## config.mk

```make
export PLATFORM = sky130hd
export DESIGN_NAME = cartridge_mapper_rtc_regs_top_flat
export DESIGN_NICKNAME = d
export VERILOG_FILES = /design/src/sv/cmrtc_pkg.sv /design/src/sv/cmrtc_req_if.sv /design/src/sv/cmrtc_rsp_if.sv /design/src/sv/cmrtc_cfg_if.sv /design/src/sv/cartridge_mapper_rtc_regs_top.sv /design/src/sv/cmrtc_ctrl.sv /design/src/sv/cmrtc_dp.sv /design/src/flat_wrapper.sv
export SDC_FILE = /design/constraint.sdc
export NUM_CORES = 2
export LEC_CHECK = 0
export BUFFER_PORTS_ARGS = -buffer_cell sky130_fd_sc_hd__clkbuf_2
export CORE_ASPECT_RATIO = 0.75
export CORE_MARGIN = 1.5
export CORE_UTILIZATION = 45
export CTS_CLUSTER_DIAMETER = 150
export CTS_CLUSTER_SIZE = 25
export DETAILED_ROUTE_END_ITERATION = 10
export PLACE_DENSITY = 0.66
export SYNTH_ARGS = -nofsm -noshare
export SYNTH_HDL_FRONTEND = slang
export SYNTH_SLANG_ARGS = --single-unit
```

## constraint.sdc

```tcl
create_clock -name clk -period 12.7 [get_ports clk]
set_clock_uncertainty 0.05 [all_clocks]
set_input_delay 1.27 -clock clk [delete_from_list [all_inputs] [get_ports clk]]
set_output_delay 1.27 -clock clk [all_outputs]
set_load 0.1 [all_outputs]
```

## src/sv/cmrtc_pkg.sv

```systemverilog
`timescale 1ns / 1ps
package cmrtc_pkg;

  // bus addresses of the register window
  localparam logic [15:0] ADDR_DATA = 16'hA000;
  localparam logic [15:0] ADDR_CMD  = 16'hA001;
  localparam logic [15:0] WIN_LO    = 16'hA000;
  localparam logic [15:0] WIN_HI    = 16'hBFFF;

  // unlock sequence
  localparam logic [7:0] UNLOCK_KEY   = 8'h0A;
  localparam logic [7:0] UNLOCK_VALUE = 8'hF1;
  localparam logic [7:0] REG_A_VALUE  = 8'h01;

  // command nibbles
  localparam logic [3:0] CMD_BANK_LO = 4'h0;
  localparam logic [3:0] CMD_BANK_HI = 4'h1;
  localparam logic [3:0] CMD_RAM     = 4'h7;
  localparam logic [3:0] CMD_REG_A   = 4'hA;
  localparam logic [3:0] CMD_RAM_LO  = 4'hC;
  localparam logic [3:0] CMD_RAM_HI  = 4'hD;

  // register file slots that form the ram address and value
  localparam logic [3:0] REG_VAL_LO  = 4'h4;
  localparam logic [3:0] REG_VAL_HI  = 4'h5;
  localparam logic [3:0] REG_ADDR_LO = 4'h6;
  localparam logic [3:0] REG_ADDR_HI = 4'h7;

  // mapper ram
  localparam int RAM_DEPTH = 256;
  localparam int RAM_AW    = $clog2(RAM_DEPTH);
  localparam logic [RAM_AW-1:0] RAM_STORE_MAX = RAM_AW'(8'h10);

  // clock latch addresses
  localparam logic [RAM_AW-1:0] RTC_TRIG_A  = RAM_AW'(8'h08);
  localparam logic [RAM_AW-1:0] RTC_TRIG_B  = RAM_AW'(8'h28);
  localparam logic [RAM_AW-1:0] RTC_DIGIT   = RAM_AW'(8'h18);
  localparam logic [RAM_AW-1:0] RTC_SEC     = RAM_AW'(8'h54);
  localparam logic [RAM_AW-1:0] RTC_MIN     = RAM_AW'(8'h64);
  localparam logic [RAM_AW-1:0] RTC_HOUR    = RAM_AW'(8'h74);
  localparam logic [RAM_AW-1:0] RTC_DAY     = RAM_AW'(8'h84);
  localparam logic [RAM_AW-1:0] RTC_MONTH   = RAM_AW'(8'h94);

  // digit selectors for the single digit slot
  localparam logic [3:0] SEL_SEC_LO   = 4'h0;
  localparam logic [3:0] SEL_SEC_HI   = 4'h1;
  localparam logic [3:0] SEL_MIN_LO   = 4'h2;
  localparam logic [3:0] SEL_MIN_HI   = 4'h3;
  localparam logic [3:0] SEL_HOUR_LO  = 4'h4;
  localparam logic [3:0] SEL_HOUR_HI  = 4'h5;
  localparam logic [3:0] SEL_DAY_LO   = 4'h7;
  localparam logic [3:0] SEL_DAY_HI   = 4'h8;
  localparam logic [3:0] SEL_MON_LO   = 4'h9;
  localparam logic [3:0] SEL_MON_HI   = 4'hA;
  localparam logic [3:0] SEL_YEAR_TEN = 4'hB;
  localparam logic [3:0] SEL_YEAR_ONE = 4'hC;

  // clock write sequence slots
  localparam int TW_W = 3;
  localparam logic [TW_W-1:0] TW_DIGIT = 3'd0;
  localparam logic [TW_W-1:0] TW_SEC   = 3'd1;
  localparam logic [TW_W-1:0] TW_MIN   = 3'd2;
  localparam logic [TW_W-1:0] TW_HOUR  = 3'd3;
  localparam logic [TW_W-1:0] TW_DAY   = 3'd4;
  localparam logic [TW_W-1:0] TW_MONTH = 3'd5;
  localparam logic [TW_W-1:0] TW_LAST  = TW_MONTH;

  // configuration registers
  localparam int CFG_IDX_W  = 3;
  localparam int CFG_DATA_W = 9;
  localparam logic [CFG_IDX_W-1:0] CFG_HAS_RAM   = 3'd0;
  localparam logic [CFG_IDX_W-1:0] CFG_SEC_OFF   = 3'd1;
  localparam logic [CFG_IDX_W-1:0] CFG_MIN_OFF   = 3'd2;
  localparam logic [CFG_IDX_W-1:0] CFG_HOUR_OFF  = 3'd3;
  localparam logic [CFG_IDX_W-1:0] CFG_DAY_OFF   = 3'd4;
  localparam logic [CFG_IDX_W-1:0] CFG_MONTH_OFF = 3'd5;

  // controller to datapath commands
  typedef struct packed {
    logic            capture;
    logic            exec;
    logic            store;
    logic            time1;
    logic            time2;
    logic            time3;
    logic            twrite;
    logic [TW_W-1:0] widx;
    logic            load_out;
  } cmrtc_cmd_t;

  // datapath to controller status
  typedef struct packed {
    logic go_store;
    logic go_latch;
  } cmrtc_sts_t;

  // value below 128 mod 60
  function automatic logic [5:0] mod60(input logic [6:0] v);
    logic [6:0] r;
    if (v >= 7'd120) r = v - 7'd120;
    else if (v >= 7'd60) r = v - 7'd60;
    else r = v;
    return r[5:0];
  endfunction

  // value below 64 mod 24
  function automatic logic [4:0] mod24(input logic [5:0] v);
    logic [5:0] r;
    if (v >= 6'd48) r = v - 6'd48;
    else if (v >= 6'd24) r = v - 6'd24;
    else r = v;
    return r[4:0];
  endfunction

  // value below 32 mod 12
  function automatic logic [3:0] mod12(input logic [4:0] v);
    logic [4:0] r;
    if (v >= 5'd24) r = v - 5'd24;
    else if (v >= 5'd12) r = v - 5'd12;
    else r = v;
    return r[3:0];
  endfunction

  // two bcd digits of a value mod 100
  function automatic logic [7:0] to_bcd(input logic [8:0] v);
    logic [8:0] h;
    logic [6:0] r;
    logic [3:0] t;
    logic [6:0] u;
    if (v >= 9'd500) h = v - 9'd500;
    else if (v >= 9'd400) h = v - 9'd400;
    else if (v >= 9'd300) h = v - 9'd300;
    else if (v >= 9'd200) h = v - 9'd200;
    else if (v >= 9'd100) h = v - 9'd100;
    else h = v;
    r = h[6:0];
    t = 4'd0;
    for (int i = 1; i < 10; i++) begin
      if (r >= 7'(10 * i)) t = 4'(i);
    end
    u = r - 7'({t, 3'b000}) - 7'({t, 1'b0});
    return {t, u[3:0]};
  endfunction

endpackage

```

## src/sv/cmrtc_req_if.sv

```systemverilog
`timescale 1ns / 1ps
interface cmrtc_req_if;
  logic       valid;
  logic       ready;
  logic       req_type;
  logic [15:0] address;
  logic [7:0] write_data;
  logic [5:0] now_second;
  logic [5:0] now_minute;
  logic [4:0] now_hour;
  logic [4:0] now_day;
  logic [3:0] now_month;
  logic [7:0] now_year;

  modport source (
    output valid, req_type, address, write_data, now_second, now_minute,
    output now_hour, now_day, now_month, now_year,
    input  ready
  );
  modport sink (
    input  valid, req_type, address, write_data, now_second, now_minute,
    input  now_hour, now_day, now_month, now_year,
    output ready
  );
endinterface

```

## src/sv/cmrtc_rsp_if.sv

```systemverilog
`timescale 1ns / 1ps
interface cmrtc_rsp_if;
  logic       valid;
  logic       ready;
  logic [7:0] read_data;
  logic       window_hit;
  logic [7:0] rom_bank_now;

  modport source (output valid, read_data, window_hit, rom_bank_now, input ready);
  modport sink (input valid, read_data, window_hit, rom_bank_now, output ready);
endinterface

```

## src/sv/cmrtc_cfg_if.sv

```systemverilog
`timescale 1ns / 1ps
interface cmrtc_cfg_if;
  logic       valid;
  logic       ready;
  logic [2:0] index;
  logic [8:0] data;

  modport source (output valid, index, data, input ready);
  modport sink (input valid, index, data, output ready);
endinterface

```

## src/sv/cartridge_mapper_rtc_regs_top.sv

```systemverilog
`timescale 1ns / 1ps
// Cartridge mapper register block with a small RAM and a clock latch.
// req carries one bus access per word (read or write, address, data and
// the current time); rsp returns one word per access: read data, window
// hit and the ROM bank after the access. cfg writes the RAM-present flag
// and the clock offsets; it is always ready. It is to be written only
// while idle; the user must keep to this, the block does not enforce it.
// One access is worked at a time by a controller stepping a datapath:
// capture, execute, then done; an access that stores to RAM adds a store
// step, and one that latches the clock adds three arithmetic steps, then
// up to six RAM writes through the single write port, one per cycle.
// The next access is accepted only after the last result is loaded.
// Reset clears the lock, command, bank, register file and offsets, and
// sets the RAM-present flag; RAM entries never written read as zero
// through per-entry valid bits, so no clearing pass follows reset.
// The result sits in an output register; if the receiver stalls, the
// controller holds the next result until that register frees up.
module cartridge_mapper_rtc_regs_top import cmrtc_pkg::*; (
  input  logic        clk,
  input  logic        rst,
  cmrtc_req_if.sink   req,
  cmrtc_rsp_if.source rsp,
  cmrtc_cfg_if.sink   cfg
);

  cmrtc_cmd_t cmd;
  cmrtc_sts_t sts;
  logic       out_valid;

  assign cfg.ready = 1'b1;
  assign rsp.valid = out_valid;

  // sequencer
  cmrtc_ctrl u_ctrl (
    .clk       (clk),
    .rst       (rst),
    .in_valid  (req.valid),
    .in_ready  (req.ready),
    .out_valid (out_valid),
    .out_ready (rsp.ready),
    .cmd       (cmd),
    .sts       (sts)
  );

  // registers, ram and clock arithmetic
  cmrtc_dp u_dp (
    .clk          (clk),
    .rst          (rst),
    .cmd          (cmd),
    .sts          (sts),
    .req_type     (req.req_type),
    .address      (req.address),
    .write_data   (req.write_data),
    .now_second   (req.now_second),
    .now_minute   (req.now_minute),
    .now_hour     (req.now_hour),
    .now_day      (req.now_day),
    .now_month    (req.now_month),
    .now_year     (req.now_year),
    .cfg_we       (cfg.valid),
    .cfg_index    (cfg.index),
    .cfg_data     (cfg.data),
    .read_data    (rsp.read_data),
    .window_hit   (rsp.window_hit),
    .rom_bank_now (rsp.rom_bank_now)
  );

endmodule

```

## src/sv/cmrtc_ctrl.sv

```systemverilog
`timescale 1ns / 1ps
module cmrtc_ctrl import cmrtc_pkg::*; (
  input  logic       clk,
  input  logic       rst,
  input  logic       in_valid,
  output logic       in_ready,
  output logic       out_valid,
  input  logic       out_ready,
  output cmrtc_cmd_t cmd,
  input  cmrtc_sts_t sts
);

  typedef enum logic [7:0] {
    S_IDLE   = 8'b0000_0001,
    S_EXEC   = 8'b0000_0010,
    S_STORE  = 8'b0000_0100,
    S_TIME1  = 8'b0000_1000,
    S_TIME2  = 8'b0001_0000,
    S_TIME3  = 8'b0010_0000,
    S_TWRITE = 8'b0100_0000,
    S_DONE   = 8'b1000_0000
  } state_t;

  state_t          state, state_next;
  logic [TW_W-1:0] widx, widx_next;
  logic            slot_free;

  assign slot_free = !out_valid || out_ready;
  assign in_ready  = (state == S_IDLE);

  // sequencing of one word
  always_comb begin
    state_next = state;
    widx_next  = widx;
    cmd        = '0;
    cmd.widx   = widx;
    case (state)
      S_IDLE: begin
        if (in_valid) begin
          cmd.capture = 1'b1;
          state_next  = S_EXEC;
        end
      end
      S_EXEC: begin
        cmd.exec   = 1'b1;
        state_next = sts.go_store ? S_STORE : S_DONE;
      end
      S_STORE: begin
        cmd.store  = 1'b1;
        state_next = sts.go_latch ? S_TIME1 : S_DONE;
      end
      S_TIME1: begin
        cmd.time1  = 1'b1;
        state_next = S_TIME2;
      end
      S_TIME2: begin
        cmd.time2  = 1'b1;
        state_next = S_TIME3;
      end
      S_TIME3: begin
        cmd.time3  = 1'b1;
        widx_next  = TW_DIGIT;
        state_next = S_TWRITE;
      end
      S_TWRITE: begin
        cmd.twrite = 1'b1;
        widx_next  = widx + 1'b1;
        if (widx == TW_LAST) state_next = S_DONE;
      end
      S_DONE: begin
        if (slot_free) begin
          cmd.load_out = 1'b1;
          state_next   = S_IDLE;
        end
      end
      default: state_next = S_IDLE;
    endcase
  end

  // state and output valid
  always_ff @(posedge clk) begin
    if (rst) begin
      state     <= S_IDLE;
      widx      <= TW_DIGIT;
      out_valid <= 1'b0;
    end else begin
      state <= state_next;
      widx  <= widx_next;
      if (cmd.load_out) out_valid <= 1'b1;
      else if (out_ready) out_valid <= 1'b0;
    end
  end

endmodule

```

## src/sv/cmrtc_dp.sv

```systemverilog
`timescale 1ns / 1ps
module cmrtc_dp import cmrtc_pkg::*; (
  input  logic                  clk,
  input  logic                  rst,
  input  cmrtc_cmd_t            cmd,
  output cmrtc_sts_t            sts,
  input  logic                  req_type,
  input  logic [15:0]           address,
  input  logic [7:0]            write_data,
  input  logic [5:0]            now_second,
  input  logic [5:0]            now_minute,
  input  logic [4:0]            now_hour,
  input  logic [4:0]            now_day,
  input  logic [3:0]            now_month,
  input  logic [7:0]            now_year,
  input  logic                  cfg_we,
  input  logic [CFG_IDX_W-1:0]  cfg_index,
  input  logic [CFG_DATA_W-1:0] cfg_data,
  output logic [7:0]            read_data,
  output logic                  window_hit,
  output logic [7:0]            rom_bank_now
);

  // configuration registers
  logic       has_ram;
  logic [5:0] sec_off, min_off;
  logic [4:0] hour_off;
  logic [8:0] day_off;
  logic [3:0] mon_off;

  always_ff @(posedge clk) begin
    if (rst) begin
      has_ram  <= 1'b1;
      sec_off  <= '0;
      min_off  <= '0;
      hour_off <= '0;
      day_off  <= '0;
      mon_off  <= '0;
    end else if (cfg_we) begin
      case (cfg_index)
        CFG_HAS_RAM:   has_ram  <= cfg_data[0];
        CFG_SEC_OFF:   sec_off  <= cfg_data[5:0];
        CFG_MIN_OFF:   min_off  <= cfg_data[5:0];
        CFG_HOUR_OFF:  hour_off <= cfg_data[4:0];
        CFG_DAY_OFF:   day_off  <= cfg_data[8:0];
        CFG_MONTH_OFF: mon_off  <= cfg_data[3:0];
        default: ;
      endcase
    end
  end

  // captured access
  logic        is_wr;
  logic [15:0] addr_q;
  logic [7:0]  data_q;
  logic [5:0]  sec_q, min_q;
  logic [4:0]  hour_q, day_q;
  logic [3:0]  mon_q;
  logic [7:0]  year_q;

  always_ff @(posedge clk) begin
    if (cmd.capture) begin
      is_wr  <= req_type;
      addr_q <= address;
      data_q <= write_data;
      sec_q  <= now_second;
      min_q  <= now_minute;
      hour_q <= now_hour;
      day_q  <= now_day;
      mon_q  <= now_month;
      year_q <= now_year;
    end
  end

  // mapper state
  logic       unlocked;
  logic [3:0] command;
  logic [7:0] bank;
  logic [7:0] reg_file [16];

  // access decode
  logic hit, wr_en, unlock_op, cmd_op, dat_op, rd_op;

  assign hit       = (addr_q >= WIN_LO) && (addr_q <= WIN_HI);
  assign wr_en     = is_wr && hit && has_ram;
  assign unlock_op = wr_en && (addr_q == ADDR_CMD) && (data_q == UNLOCK_KEY) && !unlocked;
  assign cmd_op    = wr_en && !unlock_op && unlocked && (addr_q == ADDR_CMD);
  assign dat_op    = wr_en && unlocked && (addr_q == ADDR_DATA);
  assign rd_op     = !is_wr && hit && unlocked && (addr_q == ADDR_DATA);

  // ram address and value from the register file
  logic [RAM_AW-1:0] ra;
  logic [7:0]        val;
  logic              latch_hit;

  assign ra  = {reg_file[REG_ADDR_HI][3:0], 4'h0} | reg_file[REG_ADDR_LO];
  assign val = {reg_file[REG_VAL_HI][3:0], 4'h0} | reg_file[REG_VAL_LO];
  assign latch_hit = (ra == RTC_TRIG_A) || (ra == RTC_TRIG_B) || (ra == RTC_DIGIT) ||
                     (ra == RTC_SEC) || (ra == RTC_MIN) || (ra == RTC_HOUR) ||
                     (ra == RTC_DAY) || (ra == RTC_MONTH);

  assign sts.go_store = dat_op && (command == CMD_RAM);
  assign sts.go_latch = latch_hit;

  // mapper ram, entries never written read as zero
  logic [7:0]        mem [RAM_DEPTH];
  logic [RAM_DEPTH-1:0] ram_valid;
  logic [7:0]        ram_rdata;
  logic              ram_rvld;
  logic [7:0]        ram_word;
  logic              we;
  logic [RAM_AW-1:0] waddr;
  logic [7:0]        wdata;

  always_ff @(posedge clk) begin
    if (we) mem[waddr] <= wdata;
    ram_rdata <= mem[ra];
  end

  always_ff @(posedge clk) begin
    if (rst) begin
      ram_valid <= '0;
      ram_rvld  <= 1'b0;
    end else begin
      if (we) ram_valid[waddr] <= 1'b1;
      ram_rvld <= ram_valid[ra];
    end
  end

  assign ram_word = ram_rvld ? ram_rdata : 8'h00;

  // register file, command and bank updates
  always_ff @(posedge clk) begin
    if (rst) begin
      unlocked <= 1'b0;
      command  <= '0;
      bank     <= '0;
      for (int i = 0; i < 16; i++) reg_file[i] <= '0;
    end else if (cmd.exec) begin
      if (unlock_op) begin
        reg_file[CMD_REG_A] <= UNLOCK_VALUE;
        unlocked            <= 1'b1;
      end else if (cmd_op) begin
        command <= data_q[3:0];
        if (data_q[3:0] == CMD_RAM_LO) reg_file[CMD_RAM_LO] <= {4'h0, ram_word[3:0]};
        else if (data_q[3:0] == CMD_RAM_HI) reg_file[CMD_RAM_HI] <= {4'h0, ram_word[7:4]};
      end else if (dat_op) begin
        if (command == CMD_REG_A) reg_file[command] <= REG_A_VALUE;
        else reg_file[command] <= {4'h0, data_q[3:0]};
        if (command == CMD_BANK_LO) bank <= {bank[7:4], data_q[3:0]};
        else if (command == CMD_BANK_HI) bank <= {data_q[3:0], bank[3:0]};
      end
    end
  end

  // clock arithmetic, step one: seconds and minutes
  logic [6:0] sec_sum, min_sum;
  logic       sec_c;
  logic [5:0] sec_t, min_t;
  logic       min_c;

  assign sec_sum = {1'b0, sec_q} + {1'b0, sec_off};
  assign sec_c   = sec_sum >= 7'd60;
  assign min_sum = {1'b0, min_q} + {1'b0, min_off} + {6'd0, sec_c};

  always_ff @(posedge clk) begin
    if (cmd.time1) begin
      sec_t <= mod60(sec_sum);
      min_t <= mod60(min_sum);
      min_c <= min_sum >= 7'd60;
    end
  end

  // step two: hours, day, month and year
  logic [5:0] hour_sum;
  logic       hour_c;
  logic [9:0] day_sum;
  logic [9:0] day_red;
  logic [4:0] mon_sum;
  logic [3:0] mon_mod;
  logic       year_inc;
  logic [4:0] hour_t;
  logic [8:0] day_t;
  logic [3:0] mon_t;
  logic [8:0] year_t;

  assign hour_sum = {1'b0, hour_q} + {1'b0, hour_off} + {5'd0, min_c};
  assign hour_c   = hour_sum >= 6'd24;
  assign day_sum  = {5'd0, day_q} + {1'b0, day_off} + {9'd0, hour_c};
  assign day_red  = (day_sum >= 10'd366) ? (day_sum - 10'd366) : day_sum;
  assign mon_sum  = {1'b0, mon_q} + {1'b0, mon_off} + 5'd1;
  assign year_inc = mon_sum >= 5'd12;
  assign mon_mod  = mod12(mon_sum);

  always_ff @(posedge clk) begin
    if (cmd.time2) begin
      hour_t <= mod24(hour_sum);
      day_t  <= day_red[8:0];
      mon_t  <= (mon_mod == 4'd0) ? 4'd1 : mon_mod;
      year_t <= {1'b0, year_q} + {8'd0, year_inc};
    end
  end

  // step three: bcd coding
  logic [7:0] bcd_s, bcd_m, bcd_h, bcd_d, bcd_mo, bcd_y;

  always_ff @(posedge clk) begin
    if (cmd.time3) begin
      bcd_s  <= to_bcd({3'd0, sec_t});
      bcd_m  <= to_bcd({3'd0, min_t});
      bcd_h  <= to_bcd({4'd0, hour_t});
      bcd_d  <= to_bcd(day_t);
      bcd_mo <= to_bcd({5'd0, mon_t});
      bcd_y  <= to_bcd(year_t);
    end
  end

  // selected digit for the digit slot
  logic [7:0] digit;
  logic       dig_en;

  always_comb begin
    digit  = 8'h00;
    dig_en = 1'b1;
    case (val[3:0])
      SEL_SEC_LO:   digit = {4'h0, bcd_s[3:0]};
      SEL_SEC_HI:   digit = {4'h0, bcd_s[7:4]};
      SEL_MIN_LO:   digit = {4'h0, bcd_m[3:0]};
      SEL_MIN_HI:   digit = {4'h0, bcd_m[7:4]};
      SEL_HOUR_LO:  digit = {4'h0, bcd_h[3:0]};
      SEL_HOUR_HI:  digit = {4'h0, bcd_h[7:4]};
      SEL_DAY_LO:   digit = {4'h0, bcd_d[3:0]};
      SEL_DAY_HI:   digit = {4'h0, bcd_d[7:4]};
      SEL_MON_LO:   digit = {4'h0, bcd_mo[3:0]};
      SEL_MON_HI:   digit = {4'h0, bcd_mo[7:4]};
      SEL_YEAR_TEN: digit = {4'h0, bcd_y[7:4]};
      SEL_YEAR_ONE: digit = {4'h0, bcd_y[3:0]};
      default:      dig_en = 1'b0;
    endcase
  end

  // ram write port: plain store or clock write sequence
  always_comb begin
    we    = 1'b0;
    waddr = ra;
    wdata = val;
    if (cmd.store && !latch_hit && (ra <= RAM_STORE_MAX)) we = 1'b1;
    if (cmd.twrite) begin
      we = 1'b1;
      case (cmd.widx)
        TW_DIGIT: begin
          waddr = RTC_DIGIT;
          wdata = digit;
          we    = dig_en;
        end
        TW_SEC: begin
          waddr = RTC_SEC;
          wdata = bcd_s;
        end
        TW_MIN: begin
          waddr = RTC_MIN;
          wdata = bcd_m;
        end
        TW_HOUR: begin
          waddr = RTC_HOUR;
          wdata = bcd_h;
        end
        TW_DAY: begin
          waddr = RTC_DAY;
          wdata = bcd_d;
        end
        TW_MONTH: begin
          waddr = RTC_MONTH;
          wdata = bcd_mo;
        end
        default: we = 1'b0;
      endcase
    end
  end

  // result word register
  always_ff @(posedge clk) begin
    if (cmd.load_out) begin
      read_data    <= rd_op ? reg_file[command] : 8'h00;
      window_hit   <= hit;
      rom_bank_now <= bank;
    end
  end

endmodule
```

## src/flat_wrapper.sv

```systemverilog
// flat-port wrapper written by rule: the top's interface ports become plain ports
module cartridge_mapper_rtc_regs_top_flat import cmrtc_pkg::*;
  (clk, rst, req_valid, req_req_type, req_address, req_write_data, req_now_second, req_now_minute, req_now_hour, req_now_day, req_now_month, req_now_year, req_ready, rsp_valid, rsp_read_data, rsp_window_hit, rsp_rom_bank_now, rsp_ready, cfg_valid, cfg_index, cfg_data, cfg_ready);
  cmrtc_req_if req_i ();
  cmrtc_rsp_if rsp_i ();
  cmrtc_cfg_if cfg_i ();
  input  logic clk;
  input  logic rst;
  input wire logic [$bits(req_i.valid)-1:0] req_valid;
  input wire logic [$bits(req_i.req_type)-1:0] req_req_type;
  input wire logic [$bits(req_i.address)-1:0] req_address;
  input wire logic [$bits(req_i.write_data)-1:0] req_write_data;
  input wire logic [$bits(req_i.now_second)-1:0] req_now_second;
  input wire logic [$bits(req_i.now_minute)-1:0] req_now_minute;
  input wire logic [$bits(req_i.now_hour)-1:0] req_now_hour;
  input wire logic [$bits(req_i.now_day)-1:0] req_now_day;
  input wire logic [$bits(req_i.now_month)-1:0] req_now_month;
  input wire logic [$bits(req_i.now_year)-1:0] req_now_year;
  output wire logic [$bits(req_i.ready)-1:0] req_ready;
  output wire logic [$bits(rsp_i.valid)-1:0] rsp_valid;
  output wire logic [$bits(rsp_i.read_data)-1:0] rsp_read_data;
  output wire logic [$bits(rsp_i.window_hit)-1:0] rsp_window_hit;
  output wire logic [$bits(rsp_i.rom_bank_now)-1:0] rsp_rom_bank_now;
  input wire logic [$bits(rsp_i.ready)-1:0] rsp_ready;
  input wire logic [$bits(cfg_i.valid)-1:0] cfg_valid;
  input wire logic [$bits(cfg_i.index)-1:0] cfg_index;
  input wire logic [$bits(cfg_i.data)-1:0] cfg_data;
  output wire logic [$bits(cfg_i.ready)-1:0] cfg_ready;
  assign req_i.valid = req_valid;
  assign req_i.req_type = req_req_type;
  assign req_i.address = req_address;
  assign req_i.write_data = req_write_data;
  assign req_i.now_second = req_now_second;
  assign req_i.now_minute = req_now_minute;
  assign req_i.now_hour = req_now_hour;
  assign req_i.now_day = req_now_day;
  assign req_i.now_month = req_now_month;
  assign req_i.now_year = req_now_year;
  assign req_ready = req_i.ready;
  assign rsp_valid = rsp_i.valid;
  assign rsp_read_data = rsp_i.read_data;
  assign rsp_window_hit = rsp_i.window_hit;
  assign rsp_rom_bank_now = rsp_i.rom_bank_now;
  assign rsp_i.ready = rsp_ready;
  assign cfg_i.valid = cfg_valid;
  assign cfg_i.index = cfg_index;
  assign cfg_i.data = cfg_data;
  assign cfg_ready = cfg_i.ready;
  cartridge_mapper_rtc_regs_top u_core (.clk(clk), .rst(rst), .req(req_i), .rsp(rsp_i), .cfg(cfg_i));
endmodule
```

==> impl_metrics.ini <==
[routing]
drt_iter0_markers = 5180
routed_wl_um = 178000
postRouteAntennaNets = 0
viasPerCell = 4.89
via_count = 49000
dr.pass1.iters = 8
drcViolationCount = 0
routedWlPerCell_um = 17.8

[synth]
syn_inst = 5078
synth-edff-count = 2266
synth_seq_cells = 2588
synth_async_sr_flop_share = 0
yosysMostFrequentCell = edfxtp_1
synth_top_flop_cell = edfxtp_1
synth.distinct_cells = 92
yosys.area.top_type = edfxtp_1
synth_area_leaders = edfxtp_1 (66%), mux4_2 (17%), dfxtp_1 (6.3%)
seq_area_frac_synth = 0.728
synth_area_mm2 = 0.102
synth_top_area_frac = 0.665
syn_avg_cell_area_um2 = 20.2
yosysWarnings = 0
synth_top_cells_by_count = edfxtp_1 (2266), mux4_2 (778), dfxtp_1 (322)

[timing]
drv_slew = 0
fmax_mhz = 191
final.setup.worst_slack_ns = 7.48
worst_pin_slew_ns = 1.36
setup_viol = 0
rsz0062_at_grt = no
hold_ws_ns = 0.402
fin_crit_sh = 0.411
hold_viol = 0
layout_min_cycle_time_ns = 5.22
relSlewSlack = 0.0957
finalSetupTns_ns = 0

[critical_path]
critPathArrivalTime_ns = 5.70
required_ns = 13.17
worstPathCellList = fa_1 > inv_1 > fa_1 > inv_1 > a21oi_1 > o21bai_1 > xnor2_1 > inv_1 > ha_1 > nand2_1 > or3_1 > o211ai_1 > fa_1 > a21o_1 > a21oi_1 > o21bai_1 > a21oi_1 > xor2_1 > a21oi_1 > and3_1 > o21ai_0 > o21ai_1 > mux2_2
crit_end = u_core.u_dp.day_t[2]
startpoint_type = flip-flop
cp_max_fo = 7
worstSetupPathType = flip-flop to flip-flop
critPathSlowestCell = fa_1
r2r_start = u_core.u_dp.hour_q[0]
crit_path_frequent_cell = a21oi_1
r2r_setup_slack_ns = 7.48
crit_start = u_core.u_dp.hour_q[0]
worstRegToRegCells = 23
reg2reg_to = u_core.u_dp.day_t[2]
crit_path_end_kind = flip-flop
cp_slowest_stage_delay_ns = 0.44

[min_path]
hp-class = flip-flop to flip-flop
hold_depth = 0

[clock_network]
tritoncts = done
cts_buffers = 113
root_buffer = clkbuf_16
cts_resized = 0
cts_num_sinks = 2588
cts_setup_buffers = 0
clockBufferDepth = 3
htreeDepth = 3
hold_buffers = 0
clk_pin_slew_worst_paths_ns = 0.11
insertion_delay_ns = 0.77

[placed_design]
place_congestion = 0.847
place_ws_ns = 7.38
port_buffers = 94
hpwl_um = 106000
place_area_mm2 = 0.113
dpl.cell_count = 9815

[power]
leakage_nw = 42.0
finalPower_mw = 14.7
ir_drop_mv = 0.110
power.density_mw_per_mm2 = 126

[layout]
fin_area_mm2 = 0.116
finish.utilization = 0.515
drive_above_1_share = 0.159
syn2layout_area_growth_pct = 13.8
nets = 7127
fin_cells = 10000

[floorplanning]
row_count = 151
die_h_um = 416
io-pin-count = 96
die_w_um = 554
initial_core_util = 0.453
dieArea_mm2 = 0.230
core_area_mm2 = 0.226

[run_status]
status = finished clean

[flow_run]
drv_cap = 0

[global_routing]
antenna_found_initial = 9
grt_pass1_wl_um = 279000
first_global_vias = 49300
overflow = 0
track_usage = 0.155
grt_max_degree = 257
## per-layer routing
| layer | share of wire | wire length (µm) | global-route usage | up-vias |
|---|---|---|---|---|
| met3 | 0.052 | 9280 | 0.0240 | 200 |
| met1 | 0.46 | 82900 | 0.232 | 25500 |
| li1 | - | - | - | 22400 |
| met5 | 0 | 0 | 0 | - |
| met4 | 0.019 | 3340 | 0.0321 | 0 |
| met2 | 0.46 | 82800 | 0.244 | 928 |
## cells by family after synthesis
family | after synthesis | synth area share
fa+ha+maj | 106 | 0.0135
other cells | 2 | 0.0000734
compound gates | 319 | 0.0208
xor+xnor | 72 | 0.00624
mux | 827 | 0.176
buf+inv | 346 | 0.0143
flops | 2588 | 0.728
simple gates | 818 | 0.0411
## area by class of cell
class / count / area, µm²
sequential: 2588 / 74500
inverter: 80 / 300
tap: 2983 / 3730
antenna: 3 / 7.51
clock buffer: 184 / 3160
timing repair buffer: 170 / 1200
clock inverter: 3 / 41.3
fill: 18600 / 110000
multi-input combinational: 3994 / 33500
## worst max-delay path: cells and delay by family (launching register included)
kind / cells / cell delay (ns)
AO/OA/AOI/OAI: 10 / 1.68
XOR/XNOR: 2 / 0.48
adder cells (fa/ha/maj): 4 / 1.28
buffers and inverters: 3 / 0.26
flip-flops: 1 / 0.40
multiplexers: 1 / 0.39
AND/OR/NAND/NOR: 3 / 0.42
## placed cells by master, fill, tap and decap left out, types with 93 or more instances in the layout
| cell | synthesis | layout |
|---|---|---|
| mux4_2 | 778 | 778 |
| dfxtp_1 | 322 | 322 |
| clkbuf_2 | 0 | 93 |
| ha_1 | 96 | 96 |
| conb_1 | 2 | 1852 |
| nand2_1 | 142 | 141 |
| clkbuf_16 | 0 | 116 |
| edfxtp_1 | 2266 | 2266 |
| nor2_1 | 237 | 234 |
| nor2b_1 | 257 | 257 |
## worst min path at each step
stage                        startpoint                     endpoint  slack (ns)
global route        u_core.u_dp.bank[6]  u_core.u_dp.rom_bank_now[6]        0.41
finish              u_core.u_dp.bank[3]  u_core.u_dp.rom_bank_now[3]        0.40
floorplan           u_core.u_dp.bank[0]  u_core.u_dp.rom_bank_now[0]        0.36
CTS                 u_core.u_dp.bank[6]  u_core.u_dp.rom_bank_now[6]        0.40
global placement    u_core.u_dp.bank[6]  u_core.u_dp.rom_bank_now[6]        0.36
detailed placement  u_core.u_dp.bank[7]  u_core.u_dp.rom_bank_now[7]        0.38
## state kept, by name, indices dropped and copies added, names as in the netlist, 7 cells and up
register	flops
u_core.u_ctrl.state	8
u_core.u_dp.addr_q	16
u_core.u_dp.bank	8
u_core.u_dp.bcd_d	8
u_core.u_dp.bcd_m	7
u_core.u_dp.bcd_s	7
u_core.u_dp.bcd_y	8
u_core.u_dp.data_q	8
u_core.u_dp.day_off	9
u_core.u_dp.day_t	9
u_core.u_dp.mem	2048
u_core.u_dp.ram_rdata	8
u_core.u_dp.ram_valid	256
u_core.u_dp.reg_file	65
u_core.u_dp.rom_bank_now	8
u_core.u_dp.year_q	8
u_core.u_dp.year_t	9
## where the power goes
group          internal, mW  switching [mW]  leakage, nW  total, mW
Combinational         0.346           0.446         15.4      0.792
Sequential             9.58           0.103         25.1       9.69
Clock                  1.72            2.47         1.53       4.19
No activity file was read; power rests on OpenSTA's default activity.
